File: config.mk
export PLATFORM = sky130hd
export DESIGN_NAME = cpac_crc_step
export DESIGN_NICKNAME = d
export VERILOG_FILES = /design/src/rtl/cpac_pkg.sv /design/src/rtl/cpac_crc_step.sv
export SDC_FILE = /design/constraint.sdc
export NUM_CORES = 1
export LEC_CHECK = 0
export BUFFER_PORTS_ARGS = -buffer_cell sky130_fd_sc_hd__buf_2
export CAP_MARGIN = 20
export CORE_AREA = 2 2 39 41
export DETAILED_ROUTE_END_ITERATION = 8
export DIE_AREA = 0 0 41 43
export PLACE_DENSITY_LB_ADDON = 0.15
export SYNTH_ARGS = -nofsm -noshare
export SYNTH_HDL_FRONTEND = slang
export SYNTH_SLANG_ARGS = --single-unit
export TNS_END_PERCENT = 100
File: constraint.sdc
create_clock -name vclk -period 1.2
set_input_delay 0.18 -clock vclk [all_inputs]
set_output_delay 0.18 -clock vclk [all_outputs]
set_load 0.1 [all_outputs]
File: src/rtl/cpac_pkg.sv
// Shared types and constants for the memory-pack port engine.
// No dependencies; compiled first.
`default_nettype none

package cpac_pkg;

   // Block geometry and address decoding
   localparam int unsigned BLOCK_BYTES = 32;
   localparam int unsigned COUNT_W     = 5;
   localparam logic [15:0] ADDR_SPECIAL = 16'h8001;
   localparam logic [15:0] ADDR_ALIGN   = 16'hFFE0;
   localparam logic [15:0] ADDR_TOP     = 16'h7FE0;

   // Width used to build a flat store index before it is cut to the RAM width
   localparam int unsigned IDX_CALC_W = 18;

   // CRC-8, MSB first
   localparam logic [7:0] CRC_POLY = 8'h85;

   // Configuration register indexes
   localparam logic CSR_PRESENT_MASK = 1'b0;
   localparam logic CSR_PAK_MASK     = 1'b1;

   // Sequencer states
   typedef enum logic [4:0] {
      ST_CLEAR   = 5'b00001,
      ST_IDLE    = 5'b00010,
      ST_RD_ADDR = 5'b00100,
      ST_RD_DATA = 5'b01000,
      ST_FINAL   = 5'b10000
   } state_type;

   // Operation codes
   localparam logic OP_READ  = 1'b0;
   localparam logic OP_WRITE = 1'b1;

endpackage

`default_nettype wire

File: src/rtl/cpac_crc_step.sv
// CRC-8 byte step: shifts eight data bits, MSB first, through the register.
// Depends on cpac_pkg.
`default_nettype none

module cpac_crc_step
   import cpac_pkg::*;
(
   input  wire logic [7:0] crc_in,
   input  wire logic [7:0] data_in,
   output logic      [7:0] crc_out
);

   // One bit per step, feedback from the top bit
   always_comb begin
      logic [7:0] c;
      logic       fb;
      c = crc_in;
      for (int b = 0; b < 8; b++) begin
         fb = c[7];
         c  = {c[6:0], data_in[7-b]};
         if (fb) begin
            c = c ^ CRC_POLY;
         end
      end
      crc_out = c;
   end

endmodule

`default_nettype wire

==> run_results.csv <==
group,metric,value,unit
status,status,"complete, but fails checks",
status,violations,"negative setup slack",
floorplan,die_w,41,um
global_routing,grt_max_degree,4,
layout,utilization,60.5,%
timing,drv_slew,0,
power_and_ir_drop,seqPwrFrac,0,%
floorplan,start_util,15.9,%
yosys,synth.area.top_cells,"xnor2_1 64%, xnor3_2 11%, xnor3_1 10%, xor2_1 8.0%, xnor2_2 7.4%",
drt,detail-route-antenna-nets,0,
floorplan,core-area,0.00138,mm^2
yosys,yosysTopAreaCell,"xnor2_1",
global_routing,gr-total-overflow,0,
layout,design.seq.count,0,
placement,dp_hpwl,719,um
global_routing,grt.total_usage,10.3,%
drt,wl,709,um
floorplan,die_h,43,um
timing,period_share,133,%
layout,multi_input_area,424,um^2
power_and_ir_drop,p_leak,0.000380,uW
layout,clock_buffers,0,
drt,drt_first_pass_iters,1,
yosys,synth_cell_types,5,
drt,vias_per_cell,3.92,
job,max_cap_viol_count,0,
timing,hold_viol,0,
critical_path,path_class,"input port to output pin",
layout,final_nets,77,
hold_path,hold_path.class,"input port to output pin",
placement,place_congestion,0.602,
yosys,seq_area_frac_synth,0,%
placement,portBuffers,24,
floorplan,rows,14,
placement,placed_area,748,um^2
power_and_ir_drop,switchingPower,857,uW
floorplan,die_area,0.00176,mm^2
layout,design_area,837,um^2
timing,fmax,625,MHz
power_and_ir_drop,p_int,643,uW
yosys,synth_nets,37,
power_and_ir_drop,pwr-share-comb,100.0,%
power_and_ir_drop,power_density,1790,mW/mm^2
timing,finalCriticalPeriod,1600,ps
global_routing,antenna_found_initial,0,
layout,register_area,0,um^2
drt,route.detailed.wl_per_inst,9.45,um
yosys,avgSynthCellArea,10.5,um^2
critical_path,startpoint_type,"input port",
power_and_ir_drop,ir_drop,886,uV
critical_path,endpoint_kind,"output pin",
drt,dr_total_vias,294,
critical_path,cp_max_fo,3,
drt,drc_errors,0,
timing,setup-violations-final,5,
power_and_ir_drop,swShare,57.1,%
yosys,synth_top_area_share,63.6,%
global_routing,grt_pass1_wl,1300,um
layout,antenna_cells,0,
timing,fin_ws,-399,ps
clocking,cts-hold-fix-buffers,0,
timing,rsz0062_at_grt,"true",
critical_path,crit_required,1020,ps
critical_path,cp.arrival,1420,ps
power_and_ir_drop,pwr-share-clk,0,%
timing,worst_slew_pin_slew,419,ps
floorplan,ios,24,
layout,drive_above_1_share,89.8,%
yosys,syn_area,220,um^2
layout,area_delta_synth_final,280,%
drt,first_iter_violations,0,
timing,slew_headroom,71.8,%
global_routing,grt_pass1_vias,332,
yosys,synthesis.instances,21,
layout,stdcell_count,75,
yosys,yosys_warnings,0,
layout,n_fill_cell,114,
hold_path,min_path_cells,3,
placement,placed_cells,76,
-- final cells by class --
| type | count | share of cell area, % |
|---|---|---|
| multi-input combinational | 21 | 50.7 |
| timing repair buffer | 38 | 46.9 |
| tap | 16 | 2.39 |
-- synth_stat cells (all sizes together) --
master  number
xnor2       17
xor2         2
xnor3        2
-- logic make-up after synthesis --
logic type	synth area share, %
xor gates and xnor gates	100
-- final timing paths --
path	from	to
min	data_in[6]	crc_out[6]
max	crc_in[7]	crc_out[0]
-- routing by layer --
metal	track usage, %	up-vias	share of wire (%)
met1	9.54	139	25
met5	0	-	0
met3	0	0	5.9
li1	-	145	-
met2	22.8	10	69
met4	0	0	0
-- metrics by stage --
stage	setup slack (ps)	hold slack [ps]	total power [uW]	setup TNS, ps
global route	-440	735	1540	-1580
detailed placement	-432	712	1470	-1690
finish	-399	710	1500	-1400
floorplan	-468	582	952	-2050
CTS	-412	713	1490	-1430
global placement	-397	708	1460	-1470
-- critical path, cell delays in order --
cell and delay [ps]:
buf_8 100, xnor2_2 140, xnor3_2 580, xnor2_4 230, buf_12 190
-- layout by cell type (no fill, tap or decap) --
cell type,count
xnor2_1,5
xor2_1,1
buf_12,8
xnor2_2,3
buf_4,10
xor2_4,1
buf_2,12
xnor3_2,2
buf_8,2
buf_6,6
xnor2_4,9
-- timing repair --
item	CTS	global route
buffers inserted	0	0
pin swaps	4	4
setup endpoints to repair	6	7
resized for setup	9	9
-- power by group through the flow --
stage	clock (uW)	sequential, uW	combinational, uW
after floorplan	0	0	952
after global placement	0	0	1460
after detailed placement	0	0	1470
after CTS	0	0	1490
after global routing	0	0	1540
final	0	0	1500
Note: power is estimated with default switching activity, not from simulation.
